### config.mk
export PLATFORM = sky130hd
export DESIGN_NAME = hslp_ctrl
export DESIGN_NICKNAME = d
export VERILOG_FILES = /design/src/rtl/core/hslp_pkg.sv /design/src/rtl/core/hslp_ctrl.sv
export SDC_FILE = /design/constraint.sdc
export NUM_CORES = 1
export LEC_CHECK = 0
export BUFFER_PORTS_ARGS = -buffer_cell sky130_fd_sc_hd__buf_2
export CORE_AREA = 3 3 40 42
export CTS_CLUSTER_DIAMETER = 150
export DETAILED_ROUTE_END_ITERATION = 10
export DIE_AREA = 0 0 43 45
export GPL_TIMING_DRIVEN = 0
export PLACE_DENSITY_LB_ADDON = 0.15
export SYNTH_ARGS = -nofsm -noshare
export SYNTH_HDL_FRONTEND = slang
export SYNTH_SLANG_ARGS = --single-unit
### constraint.sdc
create_clock -name clk -period 1.1 [get_ports clk]
set_clock_uncertainty 0.1 [all_clocks]
set_input_delay 0.055 -clock clk [delete_from_list [all_inputs] [get_ports clk]]
set_output_delay 0.055 -clock clk [all_outputs]
set_load 0.1 [all_outputs]
### src/rtl/core/hslp_pkg.sv
`timescale 1ns / 1ps
// ----------------------------------------------------------------------------
// hslp_pkg
// Shared types and constants for the linear-probe hash set: transfer
// structs, status codes, hash constants and controller/datapath commands.
// ----------------------------------------------------------------------------
package hslp_pkg;

  localparam int CAPACITY_DEF = 1024;
  localparam int KEY_W        = 64;
  localparam int VAL_W        = 8;
  localparam int CNT_W        = 11;

  // splitmix64 finalizer constants
  localparam logic [KEY_W-1:0] GOLDEN = 64'h9e37_79b9_7f4a_7c15;
  localparam logic [KEY_W-1:0] MIX_C1 = 64'hbf58_476d_1ce4_e5b9;
  localparam logic [KEY_W-1:0] MIX_C2 = 64'h94d0_49bb_1331_11eb;
  localparam int SHR_PRE = 30;
  localparam int SHR_MID = 27;
  localparam int SHR_FIN = 31;

  typedef enum logic [2:0] {
    STAT_INSERTED = 3'd0,
    STAT_PRESENT  = 3'd1,
    STAT_FOUND    = 3'd2,
    STAT_ABSENT   = 3'd3,
    STAT_FULL     = 3'd4,
    STAT_BAD_KEY  = 3'd5
  } status_t;

  typedef enum logic [0:0] {
    FUNC_INSERT = 1'b0,
    FUNC_FIND   = 1'b1
  } func_t;

  typedef struct packed {
    func_t            func;
    logic [KEY_W-1:0] key;
    logic [VAL_W-1:0] entry_value;
  } req_t;

  typedef struct packed {
    status_t          status;
    logic [VAL_W-1:0] found_value;
    logic [CNT_W-1:0] entry_count;
  } rsp_t;

  typedef enum logic [2:0] {
    OP_NONE,
    OP_LOAD,
    OP_CLEAR,
    OP_MUL0,
    OP_MUL1,
    OP_MUL2,
    OP_MUL3,
    OP_NEXT
  } dp_op_t;

  typedef struct packed {
    dp_op_t  op;
    logic    sel;
    logic    respond;
    logic    insert;
    status_t code;
  } dp_cmd_t;

  typedef struct packed {
    logic bad_key;
    logic is_find;
    logic slot_empty;
    logic slot_match;
    logic probe_last;
    logic clear_last;
  } dp_stat_t;

  typedef enum logic [2:0] {
    S_CLEAR,
    S_IDLE,
    S_MUL0,
    S_MUL1,
    S_MUL2,
    S_MUL3,
    S_READ,
    S_CHECK
  } ctl_state_t;

endpackage

### src/rtl/core/hslp_ctrl.sv
`timescale 1ns / 1ps
// ----------------------------------------------------------------------------
// hslp_ctrl
// Sequencer: clearing pass, two hash multiply rounds, probe read/check loop
// and the result decision.
// ----------------------------------------------------------------------------
module hslp_ctrl (
  input  logic               clk,
  input  logic               rst,
  input  logic               start,
  output logic               busy,
  input  hslp_pkg::dp_stat_t stat,
  output hslp_pkg::dp_cmd_t  cmd
);

  hslp_pkg::ctl_state_t state;
  hslp_pkg::ctl_state_t state_next;
  logic                 round;
  logic                 round_next;

  always_ff @(posedge clk) begin
    if (rst) begin
      state <= hslp_pkg::S_CLEAR;
      round <= 1'b0;
    end else begin
      state <= state_next;
      round <= round_next;
    end
  end

  // next state
  always_comb begin
    state_next = state;
    round_next = round;
    unique case (state)
      hslp_pkg::S_CLEAR: begin
        if (stat.clear_last) begin
          state_next = hslp_pkg::S_IDLE;
        end
      end
      hslp_pkg::S_IDLE: begin
        if (start) begin
          state_next = hslp_pkg::S_MUL0;
          round_next = 1'b0;
        end
      end
      hslp_pkg::S_MUL0: begin
        if (!round && stat.bad_key) begin
          state_next = hslp_pkg::S_IDLE;
        end else begin
          state_next = hslp_pkg::S_MUL1;
        end
      end
      hslp_pkg::S_MUL1: state_next = hslp_pkg::S_MUL2;
      hslp_pkg::S_MUL2: state_next = hslp_pkg::S_MUL3;
      hslp_pkg::S_MUL3: begin
        state_next = round ? hslp_pkg::S_READ : hslp_pkg::S_MUL0;
        round_next = 1'b1;
      end
      hslp_pkg::S_READ: state_next = hslp_pkg::S_CHECK;
      hslp_pkg::S_CHECK: begin
        if (stat.slot_empty || stat.slot_match || stat.probe_last) begin
          state_next = hslp_pkg::S_IDLE;
        end else begin
          state_next = hslp_pkg::S_READ;
        end
      end
      default: state_next = hslp_pkg::S_IDLE;
    endcase
  end

  // outputs
  always_comb begin
    busy        = (state != hslp_pkg::S_IDLE);
    cmd.op      = hslp_pkg::OP_NONE;
    cmd.sel     = round;
    cmd.respond = 1'b0;
    cmd.insert  = 1'b0;
    cmd.code    = hslp_pkg::STAT_FULL;
    unique case (state)
      hslp_pkg::S_CLEAR: cmd.op = hslp_pkg::OP_CLEAR;
      hslp_pkg::S_IDLE: begin
        if (start) begin
          cmd.op = hslp_pkg::OP_LOAD;
        end
      end
      hslp_pkg::S_MUL0: begin
        if (!round && stat.bad_key) begin
          cmd.respond = 1'b1;
          cmd.code    = hslp_pkg::STAT_BAD_KEY;
        end else begin
          cmd.op = hslp_pkg::OP_MUL0;
        end
      end
      hslp_pkg::S_MUL1: cmd.op = hslp_pkg::OP_MUL1;
      hslp_pkg::S_MUL2: cmd.op = hslp_pkg::OP_MUL2;
      hslp_pkg::S_MUL3: cmd.op = hslp_pkg::OP_MUL3;
      hslp_pkg::S_READ: cmd.op = hslp_pkg::OP_NONE;
      hslp_pkg::S_CHECK: begin
        priority if (stat.slot_empty) begin
          cmd.respond = 1'b1;
          cmd.insert  = !stat.is_find;
          cmd.code    = stat.is_find ? hslp_pkg::STAT_ABSENT : hslp_pkg::STAT_INSERTED;
        end else if (stat.slot_match) begin
          cmd.respond = 1'b1;
          cmd.code    = stat.is_find ? hslp_pkg::STAT_FOUND : hslp_pkg::STAT_PRESENT;
        end else if (stat.probe_last) begin
          // wrapped all the way round without an empty slot or a match
          cmd.respond = 1'b1;
          cmd.code    = hslp_pkg::STAT_FULL;
        end else begin
          cmd.op = hslp_pkg::OP_NEXT;
        end
      end
      default: cmd.op = hslp_pkg::OP_NONE;
    endcase
  end

endmodule

-- Word-level counts from Yosys, hierarchy flattened
Cells that the tools add are included.
- output and inout bits: 10
- word-level logic and storage cells: 48
- register bits after elaboration: 4
- input port bits: 9
- eq/ne operators: 10
- mux-type cells: 27
- reduce and logical (&&, ||, !) cells: 9
- operators by type and width (kind ; number):
    3-bit case mux with 8 select lines ; 2
    3-bit 2-to-1 mux ; 9
    3-bit == test, second input constant ; 4
    1-bit 2-to-1 mux ; 9
    2-bit 2-to-1 mux ; 4
    3-bit by 2-bit == test with 1-bit output, second input constant ; 2
    3-bit case mux with 2 select lines ; 1
    2-bit != test, second input constant ; 2
    1-bit case mux with 2 select lines ; 2
    2-bit AND reduction ; 2
    3-bit by 1-bit == test with 1-bit output, second input constant ; 1
    3-bit zero test ; 1
    3-bit by 1-bit != test with 1-bit output, second input constant ; 1
    1-bit zero test ; 2
    1-bit logical OR ; 2
    2-bit nonzero test ; 1
    1-bit logical AND ; 1

-- Depth between registers and ports, before layout
Gate-level depths: netlist of run 1.
- depth after elaboration: 4
- mapped depth: 4
- gate-level depth less buffers: 3

-- Worst setup path after synthesis of run 1
Ideal clock, no wire load.
- path kind: reg-to-output
- start: register state[1]
- end: output port cmd[0] in the netlist's numbering
- setup slack: -3.179 ns
- arrival: 4.124 ns
- stages on the path, launching flop included: 4
- data required time: 0.945 ns
- buffers on the path: 1
- cells stage by stage: dfxtp_1 buf_6 o2111ai_1 o21ai_0
- RTL lines (item ; RTL line ; source):
    start, declared ; hslp_ctrl.sv:16 ; hslp_pkg::ctl_state_t state;
    start signal, assigned ; hslp_ctrl.sv:23 ; state <= hslp_pkg::S_CLEAR;
    start signal, assigned ; hslp_ctrl.sv:26 ; state <= state_next;
    end, declared ; hslp_ctrl.sv:13 ; output hslp_pkg::dp_cmd_t cmd

==> impl_metrics.py, run 1 <==
metrics = {
    "min_path": {
        "min_from": "stat[0]",
        "hold_path_class": "input pin to flip-flop",
    },
    "route": {
        "viasPerCell": 5.240,
        "routedWlPerCell_um": 15.33,
        "drt_iter0_markers": 5,
        "drc_errors": 0,
        "ant_nets": 0,
        "first_pass_iters": 3,
        "wirelength_mm": 1.533,
        "vias": 524,
    },
    "setup_path": {
        "crit_path_start": "state[2]",
        "crit_type": "flip-flop to output pin",
        "cp_slowest_cell": "dfxtp_2",
        "cp_top_family": "flip-flops",
        "crit_cells": 5,
        "critPathRequiredTime_ns": 0.94,
        "cp_cell_sequence": "buf_6 > and2b_1 > a211oi_2 > a31oi_4 > buf_12",
        "cp_max_fo": 7,
        "start_kind": "flip-flop",
        "r2r_cells": 5,
        "cp.arrival_ns": 1.36,
        "worstReg2RegEnd": "state[0]",
        "worstReg2RegStart": "state[2]",
        "cpPeakStageDelay_ns": 0.34,
        "endpoint": "cmd[6]",
        "crit_buf_inv": 2,
        "endpoint_kind": "output pin",
        "reg2reg_slack_ns": -0.21,
    },
    "synthesis": {
        "synth_cells": 54,
        "ys.flop_type": "dfxtp_1",
        "synth_top_area_share_pct": 21.26,
        "synth_nets": 63,
        "yosys-top-cells-count": "nand2_1 (7), o21ai_0 (6), nor2_1 (5)",
        "yosysUniqueCellTypes": 25,
        "yosys_warnings": 0,
        "synth_edf_count": 0,
        "synth.avg_cell_area_um2": 6.974,
        "yosys-top-cells-area": "dfxtp_1 (21%), o21ai_0 (8.0%), nand2_1 (7.0%), nor2_1 (5.0%), a21oi_1 (4.0%)",
        "synth.cell_area_um2": 376.6,
        "synth_seq_cells": 4,
        "synth_top_cell_by_area": "dfxtp_1",
        "synth-seq-area-share_pct": 21.26,
        "async_reset_ff_share_pct": 0,
        "yosysMostFrequentCell": "nand2_1",
    },
    "grt": {
        "grt_pass1_vias": 542,
        "grt_overflow": 0,
        "track_usage_pct": 17.62,
        "grt_pass1_wl_mm": 2.525,
        "antenna_found_initial": 0,
        "grt_max_degree": 8,
    },
    "floorplanning": {
        "die_y_um": 45,
        "start_util_pct": 29.31,
        "die_w_um": 43,
        "core_mm2": 0.001285,
        "io_pins": 19,
        "die-area_mm2": 0.001935,
        "rows": 13,
    },
    "layout": {
        "fin_cells": 100,
        "area_growth_pct": 154.2,
        "drive_gt1_share_pct": 74.12,
        "nFillCells": 86,
        "num_antenna_cells": 0,
        "layout.nets": 96,
    },
    "timing": {
        "slew_headroom_pct": 78.12,
        "rsz0062_at_grt": "true",
        "slew_violations": 0,
        "fin_crit_ns": 1.517,
        "setup_viol": 12,
        "tightest_slew_ns": 0.3262,
        "layout_setup_ws_ns": -0.4169,
        "hold_viol": 0,
        "period_share_pct": 137.9,
        "max_freq_mhz": 659.2,
    },
    "placed_design": {
        "dp_hpwl_um": 894.7,
        "gp_congestion": 0.7378,
        "port_buffers": 18,
        "dp_slack_ns": -0.5406,
        "dp.cells": 87,
    },
    "cts": {
        "numCtsBuffers": 3,
        "h-tree-depth": 1,
        "cts.path.max_buffers": 2,
        "cts.sinks": 4,
        "clk-insertion-delay-late_ns": 0.23,
        "clkTransAtPathRegs_ns": 0.03,
        "cts_root_buf": "clkbuf_4",
        "cts_tree": "built",
    },
    "outcome": {
        "violations": "negative setup slack",
        "status": "complete, but fails checks",
    },
    "job": {
        "maxCapViolCount": 0,
    },
    "power_and_ir_drop": {
        "power.leakage_nw": 0.3663,
        "power.density_mw_per_mm2": 689.5,
        "vdd_ir_drop_max_mv": 0.4181,
        "total_power_uw": 659.9,
    },
}
placed cells by master, fill, tap and decap left out, types with 2 or more instances in the layout:
| master | count |
|---|---|
| nor2_2 | 2 |
| o21ai_4 | 3 |
| nand2_1 | 3 |
| inv_1 | 3 |
| buf_6 | 6 |
| buf_4 | 7 |
| nor2_1 | 2 |
| dfxtp_2 | 3 |
| buf_12 | 8 |
| a21oi_1 | 2 |
| nand2_4 | 2 |
| and2b_1 | 2 |
| buf_2 | 8 |
| buf_8 | 2 |
| a211oi_2 | 2 |
| clkbuf_4 | 3 |
power by group:
part           total, mW  internal, mW  switching, mW
registers          0.155         0.150        0.00517
logic              0.328         0.126          0.202
clock network      0.177         0.122         0.0557
total              0.660         0.397          0.263
registers in the layout, indices dropped and copies added (netlist names):
register  flops
state         3
round         1
stage by stage:
stage / hold WS, ns / instance area [µm²] / utilization (%) / TNS [ns]
6_report: 0.04051 / 957.2 / 74.49 / -3.349
2_1_floorplan: 0.01665 / 498.0 / - / -3.340
4_1_cts: 0.03095 / 894.6 / 69.62 / -3.347
3_5_place_dp: 0.1812 / 606.8 / 47.22 / -3.464
3_3_place_gp: 0.1774 / 606.8 / 47.22 / -3.464
5_1_grt: 0.04422 / 957.2 / 74.49 / -3.941
timing repair:
item	4_1_cts	5_1_grt
gates cloned	0	0
setup buffers	7	3
hold buffers	1	0
pin swaps	5	4
resized for setup	51	12
endpoints found under the hold margin	3	0
endpoints found under the setup margin	13	14
layer usage:
metal	vias up	global-route usage (%)	wire length [µm]	share of wire, %
li1	256	-	-	-
met1	253	18.71	587	38
met2	15	34.43	871	57
met3	0	5.578	74	4.8
met4	0	3.012	0	0
met5	-	0	0	0
worst register-to-register path: stages (launching register included):
cell and delay [ns]:
dfxtp_2 0.34, buf_6 0.15, buf_4 0.16, nor3_2 0.17, nor2_1 0.06, a221oi_2 0.24
final cells by class:
class / instances / area (µm²) / share of cell area (%)
multi-input cells: 43 / 456.7 / 47.71
repair buffers: 28 / 311.5 / 32.55
flip-flops and latches: 4 / 87.58 / 9.150
plain buffers: 4 / 48.80 / 5.098
clock buffers: 3 / 22.52 / 2.353
well taps: 15 / 18.77 / 1.961
inverters: 3 / 11.26 / 1.176
worst min-delay path by stage:
| stage | end | depth (start not counted) |
|---|---|---|
| after floorplan | state[2] | 1 |
| after global placement | state[2] | 2 |
| after detailed placement | state[2] | 2 |
| after CTS | state[0] | 3 |
| after global routing | state[0] | 3 |
| final | state[0] | 3 |
cells by family (layout without fill, tap and decap cells):
kind of cell	count (synthesis)	in the layout	share of synthesized area (%)
XOR/XNOR	1	1	2.326
AND/OR/NAND/NOR	24	24	31.56
flip-flops	4	4	21.26
buffers and inverters	7	38	11.29
AO/OA/AOI/OAI	18	18	33.55
No activity file was read; power rests on OpenSTA's default activity.
==> inputs of run 2 (changes only) <==
Settings changed: PLACE_DENSITY set to 0.68, PLACE_DENSITY_LB_ADDON 0.15 to not set, SETUP_SLACK_MARGIN set to 0.1.
==> run 2 against run 1 <==
  * The flow still finishes with violations (negative setup slack)
  * Die area unchanged
  * Highest routed layer is now met4
  * Final area increased by 2.2%
  * Maximum frequency increased by 0.95%
  * Utilization increased by 1.7 points
  * Sequential share of layout area increased by 0.31 points
  * Largest power group unchanged
==> impl_metrics.py, run 2 (synthesis results as in run 1) <==
metrics = {
    "outcome": {
        "status": "complete, but fails checks",
        "violations": "negative setup slack",
    },
    "setup_path": {
        "cp_slowest_cell": "dfxtp_4",
        "worstReg2RegEnd": "state[0]",
        "cp.arrival_ns": 1.35,
        "reg2reg_slack_ns": -0.18,
        "r2r_cells": 5,
        "cp_cell_sequence": "buf_8 > and2b_1 > a211oi_2 > a31oi_4 > buf_12",
        "cp_max_fo": 5,
        "crit_type": "flip-flop to output pin",
        "critPathRequiredTime_ns": 0.94,
        "endpoint_kind": "output pin",
        "start_kind": "flip-flop",
        "cpPeakStageDelay_ns": 0.36,
        "worstReg2RegStart": "state[1]",
    },
    "cts": {
        "cts.sinks": 4,
        "h-tree-depth": 1,
        "cts_tree": "built",
        "clkTransAtPathRegs_ns": 0.04,
        "cts.path.max_buffers": 2,
        "numCtsBuffers": 3,
        "cts_root_buf": "clkbuf_4",
        "clk-insertion-delay-late_ns": 0.24,
    },
    "job": {
        "maxCapViolCount": 0,
    },
    "layout": {
        "layout_common_cells": "buf_12 (10), buf_2 (8), nand2_4 (4), buf_6 (4), buf_4 (4)",
        "multi_input_area_um2": 437.9,
        "reg.largest.list": "state (3), round (1)",
        "largest_register_ffs": 3,
        "regMostFlops": "state",
        "nFillCells": 76,
        "area_growth_pct": 159.8,
        "ff_latch_area_um2": 92.59,
        "final_common_cell": "buf_12",
        "drive_gt1_share_pct": 71.43,
        "layout.nets": 95,
        "num_antenna_cells": 0,
    },
    "timing": {
        "fin_crit_ns": 1.503,
        "slew_headroom_pct": 75.76,
        "setup_viol": 12,
        "period_share_pct": 136.6,
        "rsz0062_at_grt": "true",
        "layout_setup_ws_ns": -0.4027,
        "setup_tns_ns": -3.241,
        "tightest_slew_ns": 0.3614,
        "slew_violations": 0,
        "max_freq_mhz": 665.5,
        "hold_viol": 0,
        "holdWs_ns": 0.02651,
    },
    "floorplanning": {
        "rows": 13,
        "die-area_mm2": 0.001935,
        "die_y_um": 45,
        "io_pins": 19,
        "core_mm2": 0.001285,
        "die_w_um": 43,
        "start_util_pct": 29.31,
    },
    "grt": {
        "grt_max_degree": 10,
        "grt_overflow": 0,
        "grt_pass1_wl_mm": 2.318,
        "grt_pass1_vias": 513,
        "antenna_found_initial": 0,
        "track_usage_pct": 16.06,
    },
    "placed_design": {
        "gp_congestion": 0.7989,
        "port_buffers": 18,
        "dp_hpwl_um": 875,
        "dp_slack_ns": -0.5401,
    },
    "min_path": {
        "hold_path_class": "input pin to flip-flop",
        "min_from": "stat[0]",
        "hold_end": "state[0]",
        "min_path_cells": 3,
    },
    "power_and_ir_drop": {
        "pwr-share-seq_pct": 22.3,
        "p_clk_share_pct": 27.8,
        "netSwitchingFraction_pct": 40.61,
        "power.leakage_nw": 0.3938,
        "total_power_uw": 675.9,
        "vdd_ir_drop_max_mv": 0.5085,
        "power.density_mw_per_mm2": 690.8,
        "p_int_uw": 401.5,
        "combinationalPowerShare_pct": 49.9,
        "p_sw_uw": 274.5,
    },
    "route": {
        "routedWlPerCell_um": 15.40,
        "drt_iter0_markers": 17,
        "drc_errors": 0,
        "wirelength_mm": 1.525,
        "viasPerCell": 5.222,
        "first_pass_iters": 3,
        "vias": 517,
        "ant_nets": 0,
    },
}
-- run 2: cell count changes in the layout (fill, tap and decap cells not counted), moves of 2 or more --
| cell | delta |
|---|---|
| buf_4 | -3 |
| buf_12 | +2 |
| buf_6 | -2 |
| dfxtp_2 | -2 |
| dfxtp_4 | +2 |
| nand2_4 | +2 |
-- run 2: final cells by class --
cell class	instances	share of cell area [%]
clock buffers	3	2.302
repair buffers	27	34.65
flip-flops and latches	4	9.463
inverters	3	1.151
multi-input cells	43	44.76
plain buffers	4	5.754
well taps	15	1.918
-- run 2: power groups by stage --
stage	registers, mW	clock network, mW	logic, mW
finish	0.151	0.188	0.337
global route	0.151	0.194	0.348
CTS	0.151	0.184	0.322
detailed placement	0.157	0	0.230
global placement	0.156	0	0.228
floorplan	0.156	0	0.181
-- run 2: worst max-delay path: cells and delay by family, from the launching register on --
| family | cells | cell delay [ns] |
|---|---|---|
| flip-flops | 1 | 0.36 |
| buffers and inverters | 2 | 0.30 |
| AO/OA/AOI/OAI | 2 | 0.27 |
| AND/OR/NAND/NOR | 1 | 0.17 |
-- run 2: layer usage --
metal  GRT usage (%)  part of all wire, %  vias up
met3           5.578                  6.4        4
met4           3.614                  3.1        0
li1                -                    -      255
met1           17.31                   40      237
met5               0                    0        -
met2           30.24                   51       21
-- run 2: what timing repair did --
item                                    CTS  global route
setup buffers                             7             0
pin swaps                                 3             8
hold buffers                              1             0
cloned                                    0             1
gates resized for setup                  56            10
endpoints found under the hold margin     3             0
endpoints found under the setup margin   14            14
-- run 2: worst max path at each step --
stage	start	end	slack, ns	depth (start not counted)
finish	state[2]	cmd[6]	-0.40	5
global route	state[2]	cmd[6]	-0.45	5
CTS	state[2]	cmd[6]	-0.40	5
detailed placement	state[0]	cmd[0]	-0.54	5
global placement	state[0]	cmd[0]	-0.53	5
floorplan	state[1]	cmd[0]	-0.75	3
-- run 2: stage by stage --
step	instance area, µm²	std cells	utilization, %
after floorplan	498.0	54	-
after global placement	606.8	87	47.22
after detailed placement	606.8	87	47.22
after CTS	915.9	98	71.28
after global routing	978.4	99	76.14
final	978.4	99	76.14
